`src/rtl/core/assert_macros.svh`:
```
// Assertion macros shared by the wind slot averager RTL.
// Clocked on clk_i, disabled while rst_ni is low.
`ifndef ASSERT_MACROS_SVH
`define ASSERT_MACROS_SVH

// Property holds at every edge.
`define WSA_ASSERT(lbl, prop, msg) \
  lbl: assert property (@(posedge clk_i) disable iff (!rst_ni) (prop)) else $error(msg);

// Antecedent at one edge implies consequent at the next.
`define WSA_ASSERT_NEXT(lbl, pre, post, msg) \
  lbl: assert property (@(posedge clk_i) disable iff (!rst_ni) (pre) |=> (post)) else $error(msg);

`endif

```
`src/rtl/core/wsa_pkg.sv`:
```
// Package for the wind slot averager: payload and control structs,
// constants and the heading-to-sector function. No dependencies.
package wsa_pkg;

  localparam int SLOT_SECONDS_DEF       = 600;
  localparam int SLOTS_PER_DAY_DEF      = 144;
  localparam int MAX_SLOTS_PER_ITEM_DEF = 64;
  localparam int SECTORS                = 16;

  localparam logic [24:0] SUM_MAX   = 25'h1FFFFFF;
  localparam logic [9:0]  BIN_MAX   = 10'd1023;
  localparam logic [13:0] MEAN_MAX  = 14'd16383;
  localparam logic [4:0]  NO_SECTOR = 5'd16;
  localparam logic [3:0]  SECTOR_N  = 4'd15;

  // Configuration register indexes
  localparam logic [1:0] REG_CALM        = 2'd0;
  localparam logic [1:0] REG_PRIOR_SPEED = 2'd1;
  localparam logic [1:0] REG_PRIOR_DIR   = 2'd2;

  localparam logic [15:0] CALM_RESET = 16'd150;

  typedef struct packed {
    logic [16:0] sample_time;
    logic [15:0] speed;
    logic [11:0] heading;
    logic        end_of_day;
  } wsa_in_t;

  typedef struct packed {
    logic [7:0]  slot_number;
    logic [13:0] mean_speed;
    logic [4:0]  sector;
    logic        gap_error;
    logic        last;
  } wsa_out_t;

  // Controller to datapath commands
  typedef struct packed {
    logic       load;
    logic       mul;
    logic       mul_tail;
    logic       acc;
    logic       prep;
    logic       scan;
    logic [3:0] k;
    logic       report;
    logic       skip;
    logic       gap;
    logic       commit;
  } wsa_cmd_t;

  // Datapath to controller status
  typedef struct packed {
    logic day_closed;
    logic gap;
    logic reach;
    logic tail;
    logic out_free;
  } wsa_sts_t;

  // N spans the wrap; other sectors are 22.5 degrees wide from 11.3 degrees.
  function automatic logic [3:0] sector_of(input logic [11:0] h);
    logic [3:0] cnt;
    cnt = '0;
    if (h <= 12'd112 || h >= 12'd3488) begin
      cnt = SECTOR_N;
    end else begin
      for (int j = 1; j < 15; j++) begin
        if (h >= 12'(113 + 225 * j)) cnt = cnt + 4'd1;
      end
    end
    return cnt;
  endfunction

endpackage

```
`src/rtl/core/wind_slot_average_and_sector.sv`:
```
// Wind slot averager with a 16-sector wind rose: every input sample is
// weighted over time into ten-minute slots, and each closed slot yields its
// mean speed in m/s*100 and its dominant direction sector.
//
// Input channel in_valid_i/in_stall_o carries one sample per transfer;
// in_stall_o is high whenever a sample is being worked on. Output channel
// out_valid_o/out_stall_i carries at most one result per sample, held in an
// output register until taken. Configuration is a plain write port
// (cfg_we_i, cfg_idx_i, cfg_wdata_i): calm threshold, prior speed, prior
// direction.
// A sample that closes no slot passes through check, multiply, add and commit
// before the block is idle again; one that adds no time goes from check
// straight to commit. A closing sample adds up to the slot edge, then runs the
// scan of the 16 sector bins, during which the mean is formed by a reciprocal
// multiply, reports, skips each further slot closed by the same sample and adds
// any tail. A far-ahead sample is dropped and yields a gap result. Reset
// clears all slot state and loads the register defaults; no clearing pass is
// needed. A stalled receiver holds the result register, and the block waits
// before writing a new result until that one is transferred.
module wind_slot_average_and_sector #(
  parameter int SLOT_SECONDS       = wsa_pkg::SLOT_SECONDS_DEF,
  parameter int SLOTS_PER_DAY      = wsa_pkg::SLOTS_PER_DAY_DEF,
  parameter int MAX_SLOTS_PER_ITEM = wsa_pkg::MAX_SLOTS_PER_ITEM_DEF
) (
  input  logic              clk_i,
  input  logic              rst_ni,
  input  logic              cfg_we_i,
  input  logic [1:0]        cfg_idx_i,
  input  logic [15:0]       cfg_wdata_i,
  input  logic              in_valid_i,
  output logic              in_stall_o,
  input  wsa_pkg::wsa_in_t  in_data_i,
  output logic              out_valid_o,
  input  logic              out_stall_i,
  output wsa_pkg::wsa_out_t out_data_o
);
  import wsa_pkg::*;

  `include "assert_macros.svh"

  wsa_cmd_t cmd;
  wsa_sts_t sts;

  wsa_ctrl u_ctrl (
    .clk_i      (clk_i),
    .rst_ni     (rst_ni),
    .in_valid_i (in_valid_i),
    .in_stall_o (in_stall_o),
    .sts_i      (sts),
    .cmd_o      (cmd)
  );

  wsa_dp #(
    .SLOT_SECONDS       (SLOT_SECONDS),
    .SLOTS_PER_DAY      (SLOTS_PER_DAY),
    .MAX_SLOTS_PER_ITEM (MAX_SLOTS_PER_ITEM)
  ) u_dp (
    .clk_i       (clk_i),
    .rst_ni      (rst_ni),
    .cfg_we_i    (cfg_we_i),
    .cfg_idx_i   (cfg_idx_i),
    .cfg_wdata_i (cfg_wdata_i),
    .in_data_i   (in_data_i),
    .cmd_i       (cmd),
    .sts_o       (sts),
    .out_valid_o (out_valid_o),
    .out_stall_i (out_stall_i),
    .out_data_o  (out_data_o)
  );

  // Checks
  `WSA_ASSERT(a_sector_range, !out_valid_o || out_data_o.sector <= NO_SECTOR, "sector out of range")
  `WSA_ASSERT(a_gap_fields, !(out_valid_o && out_data_o.gap_error) || (out_data_o.mean_speed == '0 && out_data_o.sector == NO_SECTOR), "gap result fields")
  `WSA_ASSERT_NEXT(a_busy_after_load, in_valid_i && !in_stall_o && !sts.day_closed, in_stall_o, "not busy after transfer")
  `WSA_ASSERT(a_one_write, !(cmd.report && cmd.gap), "two result writes")

endmodule

```
`src/rtl/core/wsa_dp.sv`:
```
// Datapath of the wind slot averager: held sample, slot sum, sector bins,
// argmax and reciprocal-multiply mean, result register. Uses wsa_pkg.
module wsa_dp #(
  parameter int SLOT_SECONDS       = wsa_pkg::SLOT_SECONDS_DEF,
  parameter int SLOTS_PER_DAY      = wsa_pkg::SLOTS_PER_DAY_DEF,
  parameter int MAX_SLOTS_PER_ITEM = wsa_pkg::MAX_SLOTS_PER_ITEM_DEF
) (
  input  logic              clk_i,
  input  logic              rst_ni,
  input  logic              cfg_we_i,
  input  logic [1:0]        cfg_idx_i,
  input  logic [15:0]       cfg_wdata_i,
  input  wsa_pkg::wsa_in_t  in_data_i,
  input  wsa_pkg::wsa_cmd_t cmd_i,
  output wsa_pkg::wsa_sts_t sts_o,
  output logic              out_valid_o,
  input  logic              out_stall_i,
  output wsa_pkg::wsa_out_t out_data_o
);
  import wsa_pkg::*;

  localparam int DAY_END  = SLOTS_PER_DAY * SLOT_SECONDS;
  localparam int EDGE_MAX = (SLOTS_PER_DAY + MAX_SLOTS_PER_ITEM + 1) * SLOT_SECONDS;
  localparam int TW       = $clog2(EDGE_MAX + 1);
  localparam int XW       = (TW > 17) ? TW : 17;
  localparam int SW       = $clog2(SLOTS_PER_DAY + 2);
  localparam int DW       = $clog2(SLOT_SECONDS + 1);
  localparam int PW       = 16 + DW;
  localparam int AW       = ((PW > 25) ? PW : 25) + 1;
  localparam int BW       = ((DW > 10) ? DW : 10) + 1;
  localparam int GAP_SPAN = MAX_SLOTS_PER_ITEM * SLOT_SECONDS;
  localparam int DIVISOR  = SLOT_SECONDS * 36;
  // Reciprocal of the divisor, exact for any 29-bit dividend
  localparam int CW       = $clog2(DIVISOR);
  localparam int RS       = 29 + CW;
  localparam longint unsigned RECIP =
    ((64'd1 << RS) + 64'(DIVISOR) - 64'd1) / 64'(DIVISOR);

  // Configuration registers
  logic [15:0] calm_q, prior_speed_q;
  logic [11:0] prior_dir_q;

  always_ff @(posedge clk_i or negedge rst_ni) begin
    if (!rst_ni) begin
      calm_q        <= CALM_RESET;
      prior_speed_q <= '0;
      prior_dir_q   <= '0;
    end else if (cfg_we_i) begin
      unique case (cfg_idx_i)
        REG_CALM:        calm_q        <= cfg_wdata_i;
        REG_PRIOR_SPEED: prior_speed_q <= cfg_wdata_i;
        REG_PRIOR_DIR:   prior_dir_q   <= cfg_wdata_i[11:0];
        default: ;
      endcase
    end
  end

  // Control state
  logic [TW-1:0] held_time_q, edge_q, cur_q, t_q;
  logic [SW-1:0] slot_q;
  logic          prior_pending_q, eod_q, out_valid_q;

  // Payload state
  logic [15:0]   held_speed_q, spd_in_q;
  logic [11:0]   held_hdg_q, hdg_in_q;
  logic [24:0]   sum_q;
  logic [9:0]    bin_q [SECTORS];
  logic [PW-1:0] prod_q;
  logic [DW-1:0] dur_q;
  logic [3:0]    sec_q, idx_q;
  logic          cnt_q;
  logic [28:0]   rem_q;
  logic [28:0]   quo_q;
  logic [9:0]    best_q;
  logic [PW-1:0] calm_s_q;
  wsa_out_t      out_q;

  // Input time clamped to the day and to the held time
  logic [XW-1:0] t_ext, t_day;
  logic [TW-1:0] t_clamp;
  always_comb begin
    t_ext = XW'(in_data_i.sample_time);
    t_day = (in_data_i.end_of_day || t_ext > XW'(DAY_END)) ? XW'(DAY_END) : t_ext;
    t_clamp = (TW'(t_day) < held_time_q) ? held_time_q : TW'(t_day);
  end

  // Interval product operands
  logic [15:0]   spd_sel;
  logic [11:0]   hdg_sel;
  logic [DW-1:0] dur;
  always_comb begin
    spd_sel = prior_pending_q ? prior_speed_q : held_speed_q;
    hdg_sel = prior_pending_q ? prior_dir_q : held_hdg_q;
    dur     = cmd_i.mul_tail ? DW'(t_q - cur_q) : DW'(edge_q - cur_q);
  end

  // Saturating accumulators
  logic [AW-1:0] sum_add;
  logic [BW-1:0] bin_add;
  logic [3:0]    rd_idx;
  logic [9:0]    bin_rd;
  always_comb begin
    rd_idx  = cmd_i.scan ? cmd_i.k : sec_q;
    bin_rd  = bin_q[rd_idx];
    sum_add = AW'(sum_q) + AW'(prod_q);
    bin_add = BW'(bin_rd) + BW'(dur_q);
  end

  // Result fields of a closing slot
  logic [AW-1:0] sum_cmp, calm_cmp;
  logic [59:0]   mean_prod;
  logic [28:0]   mean_quo;
  logic [4:0]    close_sector;
  logic [13:0]   close_mean;
  always_comb begin
    sum_cmp      = AW'(sum_q);
    calm_cmp     = AW'(calm_s_q);
    mean_prod    = 60'(rem_q) * 60'(RECIP);
    mean_quo     = 29'(mean_prod >> RS);
    close_sector = (sum_cmp > calm_cmp && best_q != '0) ? {1'b0, idx_q} : NO_SECTOR;
    close_mean   = (quo_q > 29'(MEAN_MAX)) ? MEAN_MAX : quo_q[13:0];
  end

  // Control registers
  always_ff @(posedge clk_i or negedge rst_ni) begin
    if (!rst_ni) begin
      held_time_q     <= '0;
      edge_q          <= TW'(SLOT_SECONDS);
      cur_q           <= '0;
      t_q             <= '0;
      slot_q          <= '0;
      prior_pending_q <= 1'b1;
      eod_q           <= 1'b0;
      out_valid_q     <= 1'b0;
    end else begin
      if (cmd_i.load) begin
        t_q   <= t_clamp;
        eod_q <= in_data_i.end_of_day;
        cur_q <= held_time_q;
      end
      if (cmd_i.report || cmd_i.skip) begin
        slot_q <= slot_q + SW'(1);
        cur_q  <= edge_q;
        edge_q <= edge_q + TW'(SLOT_SECONDS);
      end
      if (cmd_i.commit) begin
        held_time_q <= t_q;
        if (!eod_q) prior_pending_q <= 1'b0;
      end
      if (cmd_i.report || cmd_i.gap) begin
        out_valid_q <= 1'b1;
      end else if (!out_stall_i) begin
        out_valid_q <= 1'b0;
      end
    end
  end

  // Slot sum and sector bins, cleared at reset and on each reported close
  always_ff @(posedge clk_i or negedge rst_ni) begin
    if (!rst_ni) begin
      sum_q <= '0;
      for (int i = 0; i < SECTORS; i++) bin_q[i] <= '0;
    end else if (cmd_i.report) begin
      sum_q <= '0;
      for (int i = 0; i < SECTORS; i++) bin_q[i] <= '0;
    end else if (cmd_i.acc) begin
      sum_q <= (sum_add > AW'(SUM_MAX)) ? SUM_MAX : sum_add[24:0];
      if (cnt_q) bin_q[sec_q] <= (bin_add > BW'(BIN_MAX)) ? BIN_MAX : bin_add[9:0];
    end
  end

  // Payload registers
  always_ff @(posedge clk_i) begin
    if (cmd_i.load) begin
      spd_in_q <= in_data_i.speed;
      hdg_in_q <= in_data_i.heading;
    end
    if (cmd_i.commit && !eod_q) begin
      held_speed_q <= spd_in_q;
      held_hdg_q   <= hdg_in_q;
    end
    if (cmd_i.mul) begin
      prod_q <= PW'(spd_sel) * PW'(dur);
      dur_q  <= dur;
      sec_q  <= sector_of(hdg_sel);
      cnt_q  <= prior_pending_q || (spd_sel > calm_q);
    end
    // Argmax setup and scaled sum for the mean
    if (cmd_i.prep) begin
      rem_q    <= (29'(sum_q) << 3) + (29'(sum_q) << 1);
      best_q   <= '0;
      idx_q    <= '0;
      calm_s_q <= PW'(calm_q) * PW'(SLOT_SECONDS);
    end
    // One bin per cycle; the mean quotient settles during the scan
    if (cmd_i.scan) begin
      if (bin_rd >= best_q) begin
        best_q <= bin_rd;
        idx_q  <= cmd_i.k;
      end
      quo_q <= mean_quo;
    end
    if (cmd_i.report) begin
      out_q.slot_number <= 8'(slot_q);
      out_q.mean_speed  <= close_mean;
      out_q.sector      <= close_sector;
      out_q.gap_error   <= 1'b0;
      out_q.last        <= 1'b1;
    end else if (cmd_i.gap) begin
      out_q.slot_number <= 8'(slot_q);
      out_q.mean_speed  <= '0;
      out_q.sector      <= NO_SECTOR;
      out_q.gap_error   <= 1'b1;
      out_q.last        <= 1'b1;
    end
  end

  // Status
  always_comb begin
    sts_o.day_closed = slot_q >= SW'(SLOTS_PER_DAY);
    sts_o.gap        = !eod_q && (t_q >= edge_q + TW'(GAP_SPAN));
    sts_o.reach      = t_q >= edge_q;
    sts_o.tail       = (slot_q < SW'(SLOTS_PER_DAY)) && (t_q > cur_q);
    sts_o.out_free   = !out_valid_q || !out_stall_i;
  end

  assign out_valid_o = out_valid_q;
  assign out_data_o  = out_q;

endmodule

```
`src/rtl/core/wsa_ctrl.sv`:
```
// Controller of the wind slot averager: sequences one sample through
// interval add, slot close, skipped slots and commit, or a gap result. Uses wsa_pkg.
module wsa_ctrl (
  input  logic              clk_i,
  input  logic              rst_ni,
  input  logic              in_valid_i,
  output logic              in_stall_o,
  input  wsa_pkg::wsa_sts_t sts_i,
  output wsa_pkg::wsa_cmd_t cmd_o
);
  import wsa_pkg::*;

  localparam logic [3:0] S_IDLE     = 4'd0;
  localparam logic [3:0] S_CHECK    = 4'd1;
  localparam logic [3:0] S_MUL_EDGE = 4'd2;
  localparam logic [3:0] S_ACC_EDGE = 4'd3;
  localparam logic [3:0] S_PREP     = 4'd4;
  localparam logic [3:0] S_SCAN     = 4'd5;
  localparam logic [3:0] S_REPORT   = 4'd6;
  localparam logic [3:0] S_SKIP     = 4'd7;
  localparam logic [3:0] S_MUL_TAIL = 4'd8;
  localparam logic [3:0] S_ACC_TAIL = 4'd9;
  localparam logic [3:0] S_COMMIT   = 4'd10;
  localparam logic [3:0] S_GAP      = 4'd11;

  logic [3:0] state_q, state_d;
  logic [3:0] k_q, k_d;

  assign in_stall_o = (state_q != S_IDLE);

  // Next state and commands
  always_comb begin
    state_d = state_q;
    k_d     = k_q;
    cmd_o   = '0;
    cmd_o.k = k_q;
    unique case (state_q)
      S_IDLE: begin
        if (in_valid_i && !sts_i.day_closed) begin
          cmd_o.load = 1'b1;
          state_d    = S_CHECK;
        end
      end
      S_CHECK: begin
        priority if (sts_i.gap) state_d = S_GAP;
        else if (sts_i.reach)   state_d = S_MUL_EDGE;
        else if (sts_i.tail)    state_d = S_MUL_TAIL;
        else                    state_d = S_COMMIT;
      end
      S_MUL_EDGE: begin
        cmd_o.mul = 1'b1;
        state_d   = S_ACC_EDGE;
      end
      S_ACC_EDGE: begin
        cmd_o.acc = 1'b1;
        state_d   = S_PREP;
      end
      S_PREP: begin
        cmd_o.prep = 1'b1;
        k_d        = '0;
        state_d    = S_SCAN;
      end
      S_SCAN: begin
        cmd_o.scan = 1'b1;
        k_d        = k_q + 4'd1;
        if (k_q == 4'(SECTORS - 1)) state_d = S_REPORT;
      end
      S_REPORT: begin
        if (sts_i.out_free) begin
          cmd_o.report = 1'b1;
          state_d      = S_SKIP;
        end
      end
      // Slots wholly covered by the held sample close without a result
      S_SKIP: begin
        priority if (sts_i.reach) cmd_o.skip = 1'b1;
        else if (sts_i.tail)      state_d = S_MUL_TAIL;
        else                      state_d = S_COMMIT;
      end
      S_MUL_TAIL: begin
        cmd_o.mul      = 1'b1;
        cmd_o.mul_tail = 1'b1;
        state_d        = S_ACC_TAIL;
      end
      S_ACC_TAIL: begin
        cmd_o.acc = 1'b1;
        state_d   = S_COMMIT;
      end
      S_COMMIT: begin
        cmd_o.commit = 1'b1;
        state_d      = S_IDLE;
      end
      S_GAP: begin
        if (sts_i.out_free) begin
          cmd_o.gap = 1'b1;
          state_d   = S_IDLE;
        end
      end
      default: state_d = S_IDLE;
    endcase
  end

  always_ff @(posedge clk_i or negedge rst_ni) begin
    if (!rst_ni) begin
      state_q <= S_IDLE;
      k_q     <= '0;
    end else begin
      state_q <= state_d;
      k_q     <= k_d;
    end
  end

endmodule
```
`config.mk`:
```
export PLATFORM = sky130hd
export DESIGN_NAME = wind_slot_average_and_sector
export DESIGN_NICKNAME = d
export VERILOG_FILES = /design/src/rtl/core/wsa_pkg.sv /design/src/rtl/core/wind_slot_average_and_sector.sv /design/src/rtl/core/wsa_dp.sv /design/src/rtl/core/wsa_ctrl.sv
export VERILOG_INCLUDE_DIRS = /design/src /design/src/rtl/core
export SDC_FILE = /design/constraint.sdc
export NUM_CORES = 2
export LEC_CHECK = 0
export BUFFER_PORTS_ARGS = -buffer_cell sky130_fd_sc_hd__buf_2
export CAP_MARGIN = 10
export CORE_MARGIN = 8
export CORE_UTILIZATION = 39
export CTS_BUF_LIST = sky130_fd_sc_hd__clkbuf_16
export DETAILED_ROUTE_END_ITERATION = 8
export HOLD_SLACK_MARGIN = 0.02
export SLEW_MARGIN = 10
export SYNTH_ARGS = -nofsm -noshare
export SYNTH_HDL_FRONTEND = slang
export SYNTH_SLANG_ARGS = --single-unit
```
`constraint.sdc`:
```
create_clock -name clk_i -period 13.7 [get_ports clk_i]
set_clock_uncertainty 0.1 [all_clocks]
set_input_delay 0.685 -clock clk_i [delete_from_list [all_inputs] [get_ports clk_i]]
set_output_delay 0.685 -clock clk_i [all_outputs]
set_load 0.01 [all_outputs]
```
== After elaboration in Yosys (flattened, before gate mapping) ==
Cells that the tools add are included.
Storage, ports and cells
  bits in registers: 522
  input bits: 69
  output and inout port bits: 31
  logic and storage cells: 256
Cells by class
  add/subtract/negate cells: 22
  multiply operators: 3
  magnitude comparators: 32
  equal/unequal tests: 20
  muxes and demuxes: 96
  bitwise logic cells: 3
  reduce and logical (&&, ||, !) cells: 33
Operator list (count)
  160-bit 2-to-1 mux: 3
  4-bit 2-to-1 mux: 50
  160-bit bitwise mux: 1
  12-bit >= comparator, second input constant: 7
  10-bit 2-to-1 mux: 8
  25-bit 2-to-1 mux: 3
  17-bit 2-to-1 mux: 4
  29-bit by 29-bit multiplier with 58-bit output, second input constant: 1
  29-bit 2-to-1 mux: 2
  4-bit by 1-bit adder with 4-bit output, second input constant: 14
  12-bit by 11-bit >= comparator with 1-bit output, second input constant: 4
  4-bit case mux with 11 select lines: 1
  10-bit binary-select mux with 4-bit select: 1
  10-bit demux with 4-bit select: 1
  12-bit by 10-bit >= comparator with 1-bit output, second input constant: 3
  17-bit >= comparator: 2
  28-bit by 26-bit adder with 29-bit output: 1
  25-bit by 26-bit adder with 27-bit output: 1
  27-bit by 25-bit greater-than comparator with 1-bit output, second input constant: 1
  25-bit by 26-bit greater-than comparator with 1-bit output: 1
  16-bit by 10-bit multiplier with 26-bit output: 1
  16-bit by 7-bit multiplier with 23-bit output, second input constant: 1
  4-bit equality test, second input constant: 5
  10-bit subtractor: 2
  44 further kinds: 91

== Longest topological paths before layout ==
  word-level depth: 55
  gate-level depth with buffers: 46
  depth with buffers taken out: 43

== By module ==
A second synthesis with hierarchy kept.
Second synthesis, totals
  cell total of the unflattened synthesis: 4463
  area, all modules: 45736.4 um^2
Modules (own cells, without submodules)
  wsa_dp: times used 1, cells each 4377, area each 45055.7 um^2, sequential area each 13649.3 um^2
  wsa_ctrl: times used 1, cells each 86, area each 680.7 um^2, sequential area each 200.2 um^2

== Worst setup path before layout ==
No wires, ideal clock.
  kind: register -> register
  from: reg u_dp.prior_pending_q
  to: reg u_dp.sec_q[2], data pin
  setup time: 268 ps
  data arrival time: 9145 ps
  data required time: 13332 ps
  setup slack: 4188 ps
  stages on the path, launching flop included: 46
  path buffers: 5
  period minus slack after synthesis: 9512 ps
  cell sequence: dfstp_2 > buf_6 > buf_2 > buf_2 > buf_2 > buf_1 > mux2_2 > nor3_1 > inv_1 > ha_1 > nor3_1 > o211ai_1 > a21boi_0 > ha_1 > nand2b_1 > nand2_1 > ha_1 > a311oi_1 > (+10 left out) > nor3_1 > a31oi_1 > o21ai_2 > inv_1 > ha_1 > nor2_1 > a21oi_1 > ha_1 > mux2_2 > ha_1 > mux2_2 > ha_1 > mux2_2 > ha_1 > nand2_1 > xnor2_1 > xnor2_1 > nand2_1
On the way
  longest elaborated chain between the ends: 55
  elaborated cells between the ends (all ways): 71
  classes of those cells: add/sub: 13; order compare: 16; mux: 41; reduce/logical: 1
Ends and longest elaborated chain
  start: declaration: RTL line wsa_dp.sv:61  | logic prior_pending_q, eod_q, out_valid_q;
  start signal: assignment: RTL line wsa_dp.sv:132  | prior_pending_q <= 1'b1;
  start signal: assignment: RTL line wsa_dp.sv:148  | if (!eod_q) prior_pending_q <= 1'b0;
  12-bit 2-to-1 mux (*): RTL line wsa_dp.sv:93  | hdg_sel = prior_pending_q ? prior_dir_q : held_hdg_q;
  12-bit by 9-bit >= comparator with 1-bit output: RTL line wsa_pkg.sv:70  | if (h >= 12'(113 + 225 * j)) cnt = cnt + 4'd1;
  1-bit 2-to-1 mux: RTL line wsa_pkg.sv:70
  4-bit 2-to-1 mux: RTL line wsa_pkg.sv:66  | if (h <= 12'd112 || h >= 12'd3488) begin
  4-bit 2-to-1 mux: RTL line wsa_dp.sv:182  | if (cmd_i.mul) begin
  4-bit by 1-bit adder with 4-bit output: RTL line wsa_pkg.sv:70
  4-bit 2-to-1 mux: RTL line wsa_pkg.sv:70
  4-bit 2-to-1 mux: RTL line wsa_pkg.sv:66
  (+39 left out)
  4-bit 2-to-1 mux: RTL line wsa_pkg.sv:66
  4-bit 2-to-1 mux: RTL line wsa_dp.sv:182
  4-bit by 1-bit adder with 4-bit output: RTL line wsa_pkg.sv:70
  4-bit 2-to-1 mux: RTL line wsa_pkg.sv:70
  4-bit 2-to-1 mux: RTL line wsa_pkg.sv:66
  4-bit 2-to-1 mux: RTL line wsa_dp.sv:182
  4-bit by 1-bit adder with 4-bit output: RTL line wsa_pkg.sv:70
  4-bit 2-to-1 mux: RTL line wsa_pkg.sv:70
  end signal: assignment: RTL line wsa_dp.sv:185  | sec_q <= sector_of(hdg_sel);
  end: declaration: RTL line wsa_dp.sv:70  | logic [3:0] sec_q, idx_q;
Mark *: on every way between the ends. The rest lies on a longest branch, timed or not. The select of a mux whose other input is x is not followed.
A chain may end at the register's enable or synchronous reset.

== Final worst setup path ==
Same ends and word-level chain as after synthesis.

==> flow_metrics.tcl <==
set metrics [dict create \
    crit_path_max_incr_delay_ns 1.07 \
    r2r_cells 42 \
    htree_levels 2 \
    status "completed" \
    hold_class "input port to flip-flop" \
    cp_slowest_cell "dfstp_2" \
    relSlewSlack_pct 17.61 \
    coreArea_mm2 0.1143 \
    worstPathMaxFanout 37 \
    cts_buffers 59 \
    initial_utilization_pct 39.35 \
    area_growth_pct 9.193 \
    synth.distinct_cells 95 \
    syn_nets 5455 \
    dp_hpwl_mm 77.77 \
    io_pins 100 \
    dieArea_mm2 0.1265 \
    min-delay-start "in_data_i[20]" \
    drv_cap 0 \
    antenna_found_initial 0 \
    fin_tns_setup_ns 0 \
    finalCritPeriodShare_pct 78.03 \
    final_common_cell "ha_1" \
    worstPathRequired_ns 13.94 \
    path_class "flip-flop to flip-flop" \
    die_h_um 355.7 \
    hold_buffers 1 \
    via_per_inst 5.166 \
    hold_viol 0 \
    cts_sinks 518 \
    cpMostUsedCell "ha_1" \
    min_delay_path_depth 1 \
    hold-path-endpoint "u_dp.spd_in_q[7]" \
    finalCriticalPeriod_ns 10.69 \
    worst-r2r-setup-slack_ns 3.01 \
    grt_use_total_pct 16.05 \
    worst_setup_path_end_kind "flip-flop" \
    dr.pass1.iters 5 \
    drtAntennaViolNets 0 \
    diodes 0 \
    rows 124 \
    drt-total-wl_mm 101.3 \
    num_vias 30940 \
    synthArstFlopShare_pct 60.42 \
    rsz0062_at_grt "no" \
    layout_common_cells "678 x ha_1, 661 x inv_1, 332 x fa_1, 304 x dfrtp_1, 292 x o21ai_0" \
    critPathLaunchType "flip-flop" \
    gp_congestion 0.8630 \
    root_buffer "clkbuf_16" \
    synth-edff-count 190 \
    drc 0 \
    grt_pass1_vias 31616 \
    grt_pass1_wl_mm 167.6 \
    grt_overflow 0 \
    avgSynthCellArea_um2 10.28 \
    crit_arrival_ns 10.93 \
    insertion_delay_ns 0.66 \
    grt_max_degree 201 \
    drive_gt1_share_pct 8.465 \
    cts_buffer_depth 3 \
    nets 5505 \
    synth_cells 4376 \
    yosysSeqAreaShare_pct 30.78 \
    synth-seq-cells 518 \
    drt-initial-drc-count 1572 \
    synth_warnings 0 \
    syn_area_mm2 0.04499 \
    wire_per_inst_um 16.91 \
    reg2reg_to "u_dp.sec_q[2]" \
    tightest_slew_ns 1.231 \
    cts_tree "done" \
    cts.repair.resized 0 \
    path_clk_slew_ns 0.06 \
    setup_viol 0 \
    final-max-slew-violation-count 0 \
    reg2reg_from "u_dp.prior_pending_q" \
    ys.flop_type "dfrtp_1" \
    port_buffers 98 \
    postCtsSetupBuffers 0 \
    fp.dieW_um 355.7 \
    timing.fmax_ghz 0.09354 \
]
synth_stat cells (all sizes together), types with 6 or more instances:
cell type | number | area (um^2)
dfstp | 9 | 236.5
o21ai | 296 | 1485
inv | 653 | 2451
a21o | 63 | 473.0
nor4 | 14 | 93.84
o21bai | 39 | 292.8
nor2b | 44 | 277.8
dfrtp | 304 | 7607
nand2 | 246 | 923.4
mux2i | 60 | 620.6
ha | 678 | 8483
nor3b | 8 | 70.06
mux4 | 40 | 900.9
mux2 | 51 | 574.3
a311oi | 9 | 85.08
nand3 | 199 | 1001
edfxtp | 190 | 5705
xor2 | 30 | 262.8
fa | 332 | 6646
nand2b | 27 | 168.9
dfxtp | 15 | 300.3
buf | 20 | 115.1
o21a | 41 | 307.8
a21oi | 181 | 905.9
xnor2 | 133 | 1259
a22oi | 12 | 90.09
o211ai | 13 | 102.6
nand4 | 30 | 187.7
and4 | 6 | 52.55
and3 | 12 | 75.07
clkbuf | 122 | 457.9
a31oi | 27 | 181.4
a21boi | 8 | 60.06
a211oi | 19 | 147.6
nor3 | 45 | 236.5
and2 | 33 | 206.5
or2 | 8 | 50.05
nand3b | 7 | 52.55
nor2 | 252 | 955.9
o31ai | 12 | 90.09
layout make-up:
cell class,count,area (um^2)
flip-flops and latches,518,13850
well taps,1512,1892
fillers,10889,65210
multi-input cells,3059,28190
inverters,657,2466
clock inverters,52,457.9
repair buffers,131,775.7
clock buffers,60,1501
registers in the layout, summed over array words and instances, names as in the netlist, 17 cells and up:
register	count
u_dp.held_time_q	17
u_dp.out_data_o	28
u_dp.calm_s_q	23
u_dp.cur_q	17
u_dp.t_q	17
u_dp.prod_q	26
u_dp.bin_q	160
u_dp.rem_q	28
u_dp.sum_q	25
stage by stage:
stage	instance area, um^2	cells	setup WS [ns]	hold slack (ns)	util, %
2_1_floorplan	44990	4376	4.188	0.2894	-
3_3_place_gp	47160	5876	3.156	0.3007	41.24
3_5_place_dp	47160	5876	3.056	0.3045	41.24
4_1_cts	49120	5989	3.001	0.09481	42.96
5_1_grt	49130	5989	2.158	0.09800	42.97
6_report	49130	5989	3.009	0.1360	42.97
routing by layer:
metal	global-route usage, %	wire length (um)	up-vias
met5	0	0	-
li1	-	-	15109
met3	2.006	4095	124
met2	26.63	47410	570
met4	3.625	2088	0
met1	22.41	47680	15137
logic make-up (layout without fill, tap and decap cells):
kind of cell / count (synthesis) / count (layout) / share of synthesized area, %
flip-flops: 518 / 518 / 30.78
buffers and inverters: 799 / 900 / 6.755
adder cells (fa/ha/maj): 1010 / 1010 / 33.63
multiplexers: 151 / 151 / 4.658
XOR/XNOR: 165 / 165 / 3.484
AO/OA/AOI/OAI: 787 / 787 / 10.73
other: 1 / 1 / 0.008334
AND/OR/NAND/NOR: 945 / 945 / 9.961
how the worst max path moves through the flow:
stage / startpoint / endpoint / slack, ns / cells past startpoint
4_1_cts: u_dp.prior_pending_q / u_dp.sec_q[2] / 3.00 / 42
5_1_grt: u_dp.prior_pending_q / u_dp.sec_q[2] / 2.16 / 42
2_1_floorplan: u_dp.prior_pending_q / u_dp.sec_q[2] / 4.19 / 45
3_5_place_dp: u_dp.prior_pending_q / u_dp.sec_q[2] / 3.06 / 42
3_3_place_gp: u_dp.prior_pending_q / u_dp.sec_q[2] / 3.16 / 42
6_report: u_dp.prior_pending_q / u_dp.sec_q[2] / 3.01 / 42
critical path: cells and delay by family, from the launching register on:
kind / cells / cell delay [ns]
AOI/OAI and AO/OA: 10 / 1.86
xor gates and xnor gates: 2 / 0.27
adders and majority gates: 12 / 3.35
buffers and inverters: 4 / 0.69
DFF: 1 / 1.07
muxes: 4 / 1.58
and+or+nand+nor: 10 / 1.46
Power is not shown: default switching activity piles up to over one toggle a cycle in this logic, so the estimate is an artifact.
